===== config.mk =====
export PLATFORM = sky130hd
export DESIGN_NAME = can_fragment_reassembly
export DESIGN_NICKNAME = d
export VERILOG_FILES = /design/src/rtl/core/cfr_pkg.sv /design/src/rtl/core/can_fragment_reassembly.sv /design/src/rtl/core/cfr_front.sv /design/src/rtl/core/cfr_back.sv
export SDC_FILE = /design/constraint.sdc
export NUM_CORES = 2
export LEC_CHECK = 0
export BUFFER_PORTS_ARGS = -buffer_cell sky130_fd_sc_hd__buf_2
export CORE_MARGIN = 2
export CORE_UTILIZATION = 57
export CTS_CLUSTER_SIZE = 25
export DETAILED_ROUTE_END_ITERATION = 8
export PLACE_DENSITY_LB_ADDON = 0.1
export RECOVER_POWER = 50
export SYNTH_ARGS = -nofsm -noshare
export SYNTH_HDL_FRONTEND = slang
export SYNTH_SLANG_ARGS = --single-unit

===== constraint.sdc =====
create_clock -name i_clk -period 16.9 [get_ports i_clk]
set_input_delay 3.38 -clock i_clk [delete_from_list [all_inputs] [get_ports i_clk]]
set_output_delay 3.38 -clock i_clk [all_outputs]
set_load 0.05 [all_outputs]

===== src/rtl/core/cfr_pkg.sv =====
// Package: shared types and constants for the CAN fragment reassembly block.
package cfr_pkg;
    localparam int SLOTS_DEF     = 8;
    localparam int MSG_BYTES_DEF = 32;

    typedef enum logic [1:0] {
        KIND_STATUS = 2'd0,
        KIND_BYTE   = 2'd1,
        KIND_NONE   = 2'd2
    } t_kind;

    typedef enum logic {
        CMD_FRAME = 1'b0,
        CMD_FETCH = 1'b1
    } t_cmd;

    localparam logic [0:0] REG_NODE  = 1'b0;
    localparam logic [0:0] REG_BCAST = 1'b1;

    // request handed from front to back
    typedef struct packed {
        logic       fetch;
        logic       drop;
        logic [7:0] src;
        logic [3:0] part;
        logic [3:0] total;
        logic [2:0] mid;
        logic [3:0] len;
        logic [63:0] bytes;
    } t_req;

    typedef enum logic [2:0] {
        ST_IDLE,
        ST_SCAN,
        ST_WRITE,
        ST_STATUS,
        ST_READ,
        ST_EMIT
    } t_state;
endpackage


===== src/rtl/core/can_fragment_reassembly.sv =====
// Top level: CAN multi-frame reassembly buffer.
// Input channel (i_valid/o_ready) takes one request: a received frame
// (command 0) or a fetch of one completed message (command 1).
// Output channel (o_valid/i_ready) returns results; o_last marks the
// final result of each request.
// Config channel (i_cfg_valid/o_cfg_ready) writes node address (index 0)
// or broadcast address (index 1); it is always ready.
// A two-entry queue sits between the filter front end and the slot engine.
// A frame passes from the queue through a slot scan, byte appends on the
// single memory write port and a part-count update to its status result; a
// dropped frame goes from the scan straight to its status result.
// A fetch alternates a registered read of the byte memory with the emit of
// each message byte (an empty message yields one byte result); a fetch with
// no ready message returns a single result of kind none.
// Reset (synchronous, active low) frees all slots and restores the
// address registers; byte memory is not cleared.
// A stalled receiver holds the current result; the front keeps taking
// requests until the queue is full.
module can_fragment_reassembly #(
    parameter int SLOTS     = cfr_pkg::SLOTS_DEF,
    parameter int MSG_BYTES = cfr_pkg::MSG_BYTES_DEF
) (
    input  logic        i_clk,
    input  logic        i_rst_n,
    input  logic        i_valid,
    output logic        o_ready,
    input  logic        i_command,
    input  logic [28:0] i_frame_id,
    input  logic [3:0]  i_frame_len,
    input  logic [7:0]  i_byte_0,
    input  logic [7:0]  i_byte_1,
    input  logic [7:0]  i_byte_2,
    input  logic [7:0]  i_byte_3,
    input  logic [7:0]  i_byte_4,
    input  logic [7:0]  i_byte_5,
    input  logic [7:0]  i_byte_6,
    input  logic [7:0]  i_byte_7,
    input  logic        i_cfg_valid,
    output logic        o_cfg_ready,
    input  logic [0:0]  i_cfg_index,
    input  logic [7:0]  i_cfg_data,
    output logic        o_valid,
    input  logic        i_ready,
    output logic [1:0]  o_kind,
    output logic [2:0]  o_slot_index,
    output logic        o_complete,
    output logic        o_evicted,
    output logic        o_dropped,
    output logic        o_overflow,
    output logic [7:0]  o_data_byte,
    output logic [5:0]  o_message_len,
    output logic        o_last
);
    import cfr_pkg::*;

    logic [7:0] r_node, r_bcast;
    logic w_qv, w_pop;
    t_req w_qreq;

    assign o_cfg_ready = 1'b1;
    always_ff @(posedge i_clk) begin
        if (!i_rst_n) begin
            r_node  <= 8'd0;
            r_bcast <= 8'hFF;
        end else if (i_cfg_valid) begin
            case (i_cfg_index)
                REG_NODE:  r_node  <= i_cfg_data;
                REG_BCAST: r_bcast <= i_cfg_data;
                default: ;
            endcase
        end
    end

    cfr_front u_front (
        .i_clk, .i_rst_n, .i_valid, .o_ready, .i_command, .i_frame_id, .i_frame_len,
        .i_bytes({i_byte_7, i_byte_6, i_byte_5, i_byte_4,
                  i_byte_3, i_byte_2, i_byte_1, i_byte_0}),
        .i_node(r_node), .i_bcast(r_bcast),
        .o_q_valid(w_qv), .i_q_pop(w_pop), .o_q_req(w_qreq)
    );

    cfr_back #(.SLOTS(SLOTS), .MSG_BYTES(MSG_BYTES)) u_back (
        .i_clk, .i_rst_n, .i_q_valid(w_qv), .i_q_req(w_qreq), .o_q_pop(w_pop),
        .o_valid, .i_ready, .o_kind, .o_slot_index, .o_complete, .o_evicted,
        .o_dropped, .o_overflow, .o_data_byte, .o_message_len, .o_last
    );
endmodule


===== src/rtl/core/cfr_front.sv =====
// Front end: accepts requests, filters destination, pushes into a short queue.
module cfr_front (
    input  logic           i_clk,
    input  logic           i_rst_n,
    input  logic           i_valid,
    output logic           o_ready,
    input  logic           i_command,
    input  logic [28:0]    i_frame_id,
    input  logic [3:0]     i_frame_len,
    input  logic [63:0]    i_bytes,
    input  logic [7:0]     i_node,
    input  logic [7:0]     i_bcast,
    output logic           o_q_valid,
    input  logic           i_q_pop,
    output cfr_pkg::t_req  o_q_req
);
    import cfr_pkg::*;

    t_req r_q [2];
    logic r_wp, r_rp;
    logic [1:0] r_cnt;
    t_req w_req;
    logic [7:0] w_dst;
    logic w_push;

    assign w_dst          = i_frame_id[15:8];
    always_comb begin
        w_req.fetch = (i_command == CMD_FETCH);
        w_req.drop  = (i_command == CMD_FRAME) && (w_dst != i_node) && (w_dst != i_bcast);
        w_req.src   = i_frame_id[7:0];
        w_req.part  = i_frame_id[19:16];
        w_req.total = i_frame_id[23:20];
        w_req.mid   = i_frame_id[26:24];
        w_req.len   = (i_frame_len > 4'd8) ? 4'd8 : i_frame_len;
        w_req.bytes = i_bytes;
    end

    assign o_ready   = (r_cnt != 2'd2);
    assign w_push    = i_valid && o_ready;
    assign o_q_valid = (r_cnt != 2'd0);
    assign o_q_req   = r_q[r_rp];

    always_ff @(posedge i_clk) begin
        if (!i_rst_n) begin
            r_wp  <= 1'b0;
            r_rp  <= 1'b0;
            r_cnt <= 2'd0;
        end else begin
            if (w_push) r_wp <= ~r_wp;
            if (i_q_pop) r_rp <= ~r_rp;
            r_cnt <= r_cnt + {1'b0, w_push} - {1'b0, i_q_pop};
        end
    end

    always_ff @(posedge i_clk) begin
        if (w_push) r_q[r_wp] <= w_req;
    end

    a_no_pop_empty: assert property (@(posedge i_clk) disable iff (!i_rst_n)
        i_q_pop |-> o_q_valid) else $error("pop from empty queue");
    a_cnt_range: assert property (@(posedge i_clk) disable iff (!i_rst_n)
        r_cnt != 2'd3) else $error("queue count out of range");
    a_full_stall: assert property (@(posedge i_clk) disable iff (!i_rst_n)
        (r_cnt == 2'd2) |-> !o_ready) else $error("ready while full");
endmodule


===== src/rtl/core/cfr_back.sv =====
// Back end: slot table, byte memory, frame append and message fetch sequencer.
module cfr_back #(
    parameter int SLOTS     = cfr_pkg::SLOTS_DEF,
    parameter int MSG_BYTES = cfr_pkg::MSG_BYTES_DEF
) (
    input  logic          i_clk,
    input  logic          i_rst_n,
    input  logic          i_q_valid,
    input  cfr_pkg::t_req i_q_req,
    output logic          o_q_pop,
    output logic          o_valid,
    input  logic          i_ready,
    output logic [1:0]    o_kind,
    output logic [2:0]    o_slot_index,
    output logic          o_complete,
    output logic          o_evicted,
    output logic          o_dropped,
    output logic          o_overflow,
    output logic [7:0]    o_data_byte,
    output logic [5:0]    o_message_len,
    output logic          o_last
);
    import cfr_pkg::*;

    localparam int SW = (SLOTS > 1) ? $clog2(SLOTS) : 1;
    localparam int BW = $clog2(MSG_BYTES);
    localparam int LW = $clog2(MSG_BYTES + 1);

    t_state r_st, n_st;
    logic [SLOTS-1:0] r_lock, r_rdy;
    logic [LW-1:0] r_len [SLOTS];
    logic [7:0]    r_src [SLOTS];
    logic [2:0]    r_mid [SLOTS];
    logic [3:0]    r_parts [SLOTS];
    logic [7:0]    r_age [SLOTS];
    logic [7:0]    r_mem [SLOTS*(2**BW)];

    t_req r_req;
    logic [SW-1:0] r_slot;
    logic          r_found, r_evic, r_ovf, r_comp;
    logic [3:0]    r_k;
    logic [LW-1:0] r_idx, r_mlen;
    logic [7:0]    r_rd;

    // ages as they stand after a part 0 claim ages every locked slot
    logic [7:0] w_age_nx [SLOTS];
    always_comb begin
        for (int s = 0; s < SLOTS; s++)
            w_age_nx[s] = (r_age[s] == 8'hFF) ? 8'hFF : r_age[s] + 8'd1;
    end

    // combinational selection over the slot table
    logic [SW-1:0] w_free, w_old, w_match, w_rsel;
    logic w_has_free, w_has_match, w_has_rdy;
    always_comb begin
        w_free = '0; w_has_free = 1'b0;
        w_match = '0; w_has_match = 1'b0;
        w_rsel = '0; w_has_rdy = 1'b0;
        w_old = '0;
        for (int s = 0; s < SLOTS; s++) begin
            if (!r_lock[s]) begin
                w_free = SW'(s); w_has_free = 1'b1;
            end
            if (r_lock[s] && r_src[s] == r_req.src && r_mid[s] == r_req.mid
                && r_parts[s] == r_req.part) begin
                w_match = SW'(s); w_has_match = 1'b1;
            end
            if (r_rdy[s]) begin
                w_rsel = SW'(s); w_has_rdy = 1'b1;
            end
            if (w_age_nx[s] > w_age_nx[w_old]) w_old = SW'(s);
        end
    end

    logic [BW+SW-1:0] w_addr;
    logic [7:0]       w_wbyte;
    logic             w_wen;
    assign w_wbyte = r_req.bytes[8*r_k[2:0] +: 8];
    assign w_wen   = (r_st == ST_WRITE) && (r_k < r_req.len)
                     && (r_len[r_slot] < LW'(MSG_BYTES));
    assign w_addr  = (r_st == ST_WRITE) ? {r_slot, r_len[r_slot][BW-1:0]}
                                        : {r_slot, r_idx[BW-1:0]};

    always_ff @(posedge i_clk) begin
        if (w_wen) r_mem[w_addr] <= w_wbyte;
        r_rd <= r_mem[w_addr];
    end

    always_comb begin
        n_st = r_st;
        o_q_pop = 1'b0;
        case (r_st)
            ST_IDLE: if (i_q_valid) begin
                o_q_pop = 1'b1;
                n_st = ST_SCAN;
            end
            ST_SCAN: begin
                if (r_req.fetch) n_st = w_has_rdy ? ST_READ : ST_STATUS;
                else if (r_req.drop) n_st = ST_STATUS;
                else if (r_req.part == 4'd0 || w_has_match) n_st = ST_WRITE;
                else n_st = ST_STATUS;
            end
            ST_WRITE: if (r_k == 4'd8) n_st = ST_STATUS;
            ST_STATUS: if (i_ready) n_st = ST_IDLE;
            ST_READ: n_st = ST_EMIT;
            ST_EMIT: if (i_ready)
                n_st = (r_idx + LW'(1) >= r_mlen) ? ST_IDLE : ST_READ;
            default: n_st = ST_IDLE;
        endcase
    end

    always_ff @(posedge i_clk) begin
        if (!i_rst_n) begin
            r_st  <= ST_IDLE;
            r_lock <= '0;
            r_rdy  <= '0;
            r_slot <= '0;
            for (int s = 0; s < SLOTS; s++) begin
                r_len[s] <= '0; r_src[s] <= '0; r_mid[s] <= '0;
                r_parts[s] <= '0; r_age[s] <= '0;
            end
        end else begin
            r_st <= n_st;
            case (r_st)
                ST_IDLE: if (i_q_valid) begin
                    r_req <= i_q_req;
                    r_k <= '0; r_evic <= 1'b0; r_ovf <= 1'b0; r_comp <= 1'b0;
                    r_found <= 1'b0; r_idx <= '0;
                end
                ST_SCAN: begin
                    if (r_req.fetch) begin
                        r_slot <= w_rsel;
                        r_found <= w_has_rdy;
                        r_mlen <= r_len[w_rsel];
                    end else if (!r_req.drop && r_req.part == 4'd0) begin
                        for (int s = 0; s < SLOTS; s++)
                            if (r_lock[s] && r_age[s] != 8'hFF) r_age[s] <= r_age[s] + 8'd1;
                        r_found <= 1'b1;
                        if (w_has_free) begin
                            r_slot <= w_free;
                            r_len[w_free] <= '0; r_parts[w_free] <= '0;
                            r_rdy[w_free] <= 1'b0; r_age[w_free] <= '0;
                            r_lock[w_free] <= 1'b1;
                            r_src[w_free] <= r_req.src; r_mid[w_free] <= r_req.mid;
                        end else begin
                            r_slot <= w_old;
                            r_evic <= 1'b1;
                            r_len[w_old] <= '0; r_parts[w_old] <= '0;
                            r_rdy[w_old] <= 1'b0; r_age[w_old] <= '0;
                            r_lock[w_old] <= 1'b1;
                            r_src[w_old] <= r_req.src; r_mid[w_old] <= r_req.mid;
                        end
                    end else if (!r_req.drop && w_has_match) begin
                        r_slot <= w_match;
                        r_found <= 1'b1;
                    end
                end
                ST_WRITE: begin
                    if (r_k == 4'd8) begin
                        r_parts[r_slot] <= r_parts[r_slot] + 4'd1;
                        if (r_parts[r_slot] + 4'd1 == r_req.total) begin
                            r_rdy[r_slot] <= 1'b1;
                            r_comp <= 1'b1;
                        end
                    end else begin
                        r_k <= r_k + 4'd1;
                        if (r_k < r_req.len) begin
                            if (w_wen) r_len[r_slot] <= r_len[r_slot] + LW'(1);
                            else r_ovf <= 1'b1;
                        end
                    end
                end
                ST_EMIT: if (i_ready) begin
                    r_idx <= r_idx + LW'(1);
                    if (r_idx + LW'(1) >= r_mlen) begin
                        r_lock[r_slot] <= 1'b0; r_rdy[r_slot] <= 1'b0;
                        r_len[r_slot] <= '0; r_src[r_slot] <= '0;
                        r_mid[r_slot] <= '0; r_parts[r_slot] <= '0;
                        r_age[r_slot] <= '0;
                    end
                end
                default: ;
            endcase
        end
    end

    always_comb begin
        o_valid = (r_st == ST_STATUS) || (r_st == ST_EMIT);
        o_kind = KIND_STATUS;
        o_slot_index = '0; o_complete = 1'b0; o_evicted = 1'b0;
        o_dropped = 1'b0; o_overflow = 1'b0; o_data_byte = '0;
        o_message_len = '0; o_last = 1'b1;
        if (r_st == ST_EMIT) begin
            o_kind = KIND_BYTE;
            o_slot_index = 3'(r_slot);
            o_data_byte = (r_mlen == '0) ? 8'd0 : r_rd;
            o_message_len = 6'(r_mlen);
            o_last = (r_idx + LW'(1) >= r_mlen);
        end else if (r_req.fetch) begin
            o_kind = KIND_NONE;
        end else if (r_found) begin
            o_slot_index = 3'(r_slot);
            o_complete = r_comp; o_evicted = r_evic; o_overflow = r_ovf;
        end else begin
            o_dropped = 1'b1;
        end
    end

    a_emit_has_slot: assert property (@(posedge i_clk) disable iff (!i_rst_n)
        (r_st == ST_EMIT) |-> r_rdy[r_slot]) else $error("emitting from non-ready slot");
    a_ready_locked: assert property (@(posedge i_clk) disable iff (!i_rst_n)
        (r_rdy & ~r_lock) == '0) else $error("ready slot not locked");
    a_len_cap: assert property (@(posedge i_clk) disable iff (!i_rst_n)
        r_len[r_slot] <= LW'(MSG_BYTES)) else $error("slot length above capacity");
endmodule


After elaboration in Yosys (flattened, before gate mapping) --
Memories as Yosys holds them, arrays and structs flattened. A register that Yosys moved wholly into a read port is not among the register bits. Cells that the tools add are included.
Storage, ports and cells: register bits after elaboration 56, memory bits (writable) 2458, word-level logic and storage cells 530, memories 7
Operators by class: add/sub/neg operators 14, order comparisons 23, equality and inequality tests 63, shift-type cells 1, muxes and demuxes 294, bitwise logic cells 30, reduce and logical (&&, ||, !) cells 83
Memories:
- u_back.r_mem | words 256, bits a word 8, read ports 1, clocked after Yosys merged registers in 1, write ports 1, line cfr_back.sv:36 | logic [7:0] r_mem [SLOTS*(2**BW)];
- u_front.r_q | words 2, bits a word 89, read ports 1, clocked after Yosys merged registers in 1, write ports 1, line cfr_front.sv:19 | t_req r_q [2];
- u_back.r_age | words 8, bits a word 8, read ports 8, clocked after Yosys merged registers in 0, write ports 9, line cfr_back.sv:35 | logic [7:0] r_age [SLOTS];
- u_back.r_src | words 8, bits a word 8, read ports 8, clocked after Yosys merged registers in 0, write ports 8, line cfr_back.sv:32 | logic [7:0] r_src [SLOTS];
- u_back.r_len | words 8, bits a word 6, read ports 2, clocked after Yosys merged registers in 2, write ports 8, line cfr_back.sv:31 | logic [LW-1:0] r_len [SLOTS];
- u_back.r_parts | words 8, bits a word 4, read ports 9, clocked after Yosys merged registers in 1, write ports 8, line cfr_back.sv:34 | logic [3:0] r_parts [SLOTS];
- +1 memories
Operators with widths (count):
- 8-bit 2-to-1 mux | 47
- 3-bit 2-to-1 mux | 52
- 1-bit 2-to-1 mux | 152
- 8-bit binary-select mux with 3-bit select | 6
- 8-bit by 1-bit adder with 8-bit output, second input constant | 8
- 8-bit equality test | 8
- 8-bit equality test, second input constant | 8
- 8-bit != test, second input constant | 8
- 64-bit by 7-bit indexed part select with 8-bit output | 1
- 8-bit greater-than comparator | 7
- 1-bit logical AND | 42
- 6-bit 2-to-1 mux | 7
- 8-bit OR reduction | 5
- 4-bit equality test | 9
- 8-bit bitwise AND | 4
- 4-bit 2-to-1 mux | 7
- 3-bit equality test | 8
- 4-bit greater-or-equal comparator, second input constant | 6
- 8-bit NOT | 3
- 8-bit bitwise OR | 3
- 8-bit case mux with 3 select lines | 1
- 2-bit 2-to-1 mux | 10
- 2-bit != test, second input constant | 10
- 3-bit case mux with 6 select lines | 1
- other kinds (44) | 95

Logic depth before layout (Yosys ltp) --
An unclocked memory read counts as a cell.
depth in word-level cells 51, gate-level depth with buffers 82, mapped depth without buffers 71

By module --
A second synthesis with hierarchy kept.
Unflattened totals: cells, all modules 7925, area total of the unflattened synthesis 109531.3 µm²
Modules (own cells, without submodules):
- cfr_back | times used 1, cells each 7525, area each 101984.1 µm², seq. area each 71758.8 µm²
- cfr_front | times used 1, cells each 326, area each 6827.8 µm², seq. area each 5445.2 µm²
- can_fragment_reassembly | times used 1, cells each 74, area each 719.4 µm², seq. area each 320.3 µm²

Worst setup path before layout --
OpenSTA, ideal clock, no wires.
path type register to register, from mem u_back.r_age[1][0], to mem u_back.r_mid[5][0] (enable), library setup time 0.395 ns, arrival time 15.482 ns, data required time 16.505 ns, slack 1.023 ns, cell stages (with the launch flop) 75, cells stage by stage dfxtp_1 -> ha_1 -> and3_1 -> and3_1 -> clkbuf_1 -> a31oi_1 -> inv_1 -> ha_1 -> nor2b_1 -> o21a_1 -> o21a_1 -> o21bai_1 -> a21oi_1 -> clkbuf_1 -> mux2_2 -> ha_1 -> nor2b_1 -> o21a_1 -> [... 39 more ...] -> o21a_1 -> o21a_1 -> o21ai_0 -> a221oi_1 -> clkbuf_1 -> clkbuf_1 -> o21ai_0 -> a22o_1 -> a22o_1 -> ha_1 -> a21o_1 -> a21o_1 -> a21o_1 -> o22ai_1 -> nand2b_1 -> o311a_1 -> or2_1 -> o31ai_2
RTL lines:
- start, declared | line cfr_back.sv:35
- end, declared | line cfr_back.sv:33 | logic [2:0] r_mid [SLOTS];

==> metrics <==
DP HPWL approximately 190 mm; sequential cell area fraction in the yosys report 0.705; Yosys Warn Count 0; Chip Width 443 microns; hold_buf cts 0; residual DRC count 0; commonest non-fill, non-tap cells in the layout 2503 x edfxtp_1, 1749 x nand2_1, 628 x nand3_1; Cell Pwr Density ~160 mW/mm^2; Synth Net Count 8419; fin crit period roughly 16000 ps; vias in the first global route between 60000 and 70000; final setup margin roughly 1200 ps; main flop type after synthesis edfxtp_1; IO Pins around 140; Post-synth EDFFs about 2500; fmax approximately 64 MHz; TNS Setup 0 ps; clk sinks about 2600; Worst path top cell family by delay compound AO/OA/AOI/OAI gates; share of layout cells above drive strength 1 0.109; Setup CP Type reg2reg; DIE HEIGHT ~440 microns; Startpoint Class flop; number of max-cap violations 32; Setup WS pre-CTS about 600 ps; worst skew pair latency approximately 950 ps; I/O Buffers ~140; Num CTS Buffers about 290; Worst VDD drop roughly 0.23 mV; Synth async-reset ratio 0; crit end category flop; R2R Setup Slk approximately 1200 ps; Leakage Power 41.2 nW; first-pass GRT wire length approximately 460 mm; Critical Path Fanout Max 13; total grt overflow 0; Initial Utilization 0.572; Worst-Margin Slew about 8400 ps; Worst Clk Skew roughly 46 ps; Avg Synthesized Cell Area 13.4 sq um; Post-Synthesis Cells just over 8000; RSZ-0062 raised after global routing no; status finished with violations; area of the multi-input gates around 0.030 sq mm; #FFs+latches synth 2620; max-slew violations 2471; drt wl/cell 28.6 microns; Fillers about 14000; Netlist cell types 83; Bufs on Longest Clock Path 4; hold crit path type reg2reg; final setup vio count 0; max-slew headroom at the worst pin -4.59; period utilization 0.929; remaining antenna violation count after routing 0; Max stage delay on crit path about 420 ps; via count between 70000 and 80000; clock slew at reported path FFs ~60 ps; non-filler instance count after layout between 10000 and 15000; Die Footprint ~0.20 sq mm; crit path buf inv count 4; final hold violations 0; Final Wtd Congestion a little over 0.9; initial antenna violation count 19; mapped cell area roughly 0.11 sq mm; Final nets approximately 8500; commonest non-fill, non-tap cell in the layout edfxtp_1; Placed Instances 10600; gr usage total 0.318; H-tree depth 5; pin count of the biggest net entering global routing between 150 and 200; Initial DRT Pass Iterations 6; via density per instance ~6.4; Starting DRT DRC Count about 10000; Req. time, crit path between 15000 and 20000 ps; root buffer cell clkbuf_16; WHS about 480 ps; final wirelength about 320 mm; register area 0.0775 sq mm; failing checks max-capacitance violations, max-slew violations; CTS tree done; row cnt about 160; P&R area growth vs syn 10.7%; Critical Path AT between 15000 and 20000 ps; Critical Path Slowest Stage Cell dfxtp_1; most used cell, CP ha_1; core area 0.192 sq mm
## stage by stage
stage	instance area, sq um	util	power (W)
floorplan	110000	-	0.0112
global placement	113000	0.590	0.0130
detailed placement	113000	0.590	0.0131
CTS	122000	0.635	0.0190
global route	122000	0.634	0.0197
finish	122000	0.634	0.0192
## Yosys cell counts (32+ instances only)
cell / number / share of area
a21oi_1: 156 / 0.0071
a22oi_1: 62 / 0.0042
a311oi_1: 83 / 0.0066
a31oi_1: 178 / 0.010
a32oi_1: 68 / 0.0054
and3_1: 164 / 0.0093
buf_1: 38 / 0.0013
buf_2: 242 / 0.011
buf_4: 32 / 0.0022
clkbuf_1: 183 / 0.0063
dfxtp_1: 117 / 0.021
edfxtp_1: 2503 / 0.68
ha_1: 80 / 0.0091
inv_1: 49 / 0.0017
mux2_2: 117 / 0.012
mux2i_1: 137 / 0.012
mux4_2: 135 / 0.028
nand2_1: 1753 / 0.060
nand3_1: 628 / 0.029
nand4_1: 109 / 0.0062
nor2_1: 634 / 0.022
nor3_1: 61 / 0.0028
nor4_1: 39 / 0.0022
o21ai_0: 57 / 0.0026
xnor2_1: 190 / 0.015
xor2_1: 53 / 0.0042
## per-layer routing
metal  share of wire  up-vias  GRT usage
li1                -    30800          -
met1            0.40    35500      0.468
met2            0.44     4239      0.465
met3            0.12      625     0.0703
met4           0.041       18      0.120
met5         0.00035        -          0
## timing repair
| action | in CTS | in global routing |
|---|---|---|
| resized for setup | 0 | 12 |
| setup endpoints to repair | 0 | 408 |
| buffers inserted | 0 | 6 |
## worst paths after layout
check	from	end	cells after the start
setup / recovery	u_back.r_age[0][0]	u_back.r_parts[0][1]	68
hold / removal	r_bcast[1]	r_bcast[1]	2
setup reg to reg	u_back.r_age[0][0]	u_back.r_parts[0][1]	68
hold reg to reg	r_bcast[1]	r_bcast[1]	2
## flip-flops by register name (all words and copies together), names as in the netlist, 24 cells and up, named ones only
name,count
u_back.r_len,48
u_back.r_age,64
u_back.r_req,89
u_front.r_q,178
u_back.r_parts,32
u_back.r_mem,2048
u_back.r_src,64
u_back.r_mid,24
## power breakdown
part | leakage [nW] | internal, W | switching (W)
clock | 4.24 | 0.00344 | 0.00248
sequential | 23.7 | 0.00826 | 0.000109
combinational | 13.2 | 0.00117 | 0.00373
## cell families after synthesis
family,synth area share
XOR/XNOR,0.0194
other,0.0000341
multiplexers,0.0523
AND/OR/NAND/NOR,0.137
flip-flops,0.705
AO/OA/AOI/OAI,0.0533
buffers and inverters,0.0234
adder cells (fa/ha/maj),0.00911
## layout make-up
class,count,area share
clock inverter,103,0.00706
inverter,51,0.00157
clock buffer,379,0.0644
sequential,2620,0.637
multi-input combinational,5052,0.247
tap,2526,0.0260
timing repair buffer,323,0.0173
antenna,3,0.0000617
## tightest hold or removal path, delay by kind of cell (launching register included)
| family | cells | cell delay (ps) |
|---|---|---|
| flops | 1 | 320 |
| simple gates | 2 | 110 |
Power figures use the tool's default switching activity.
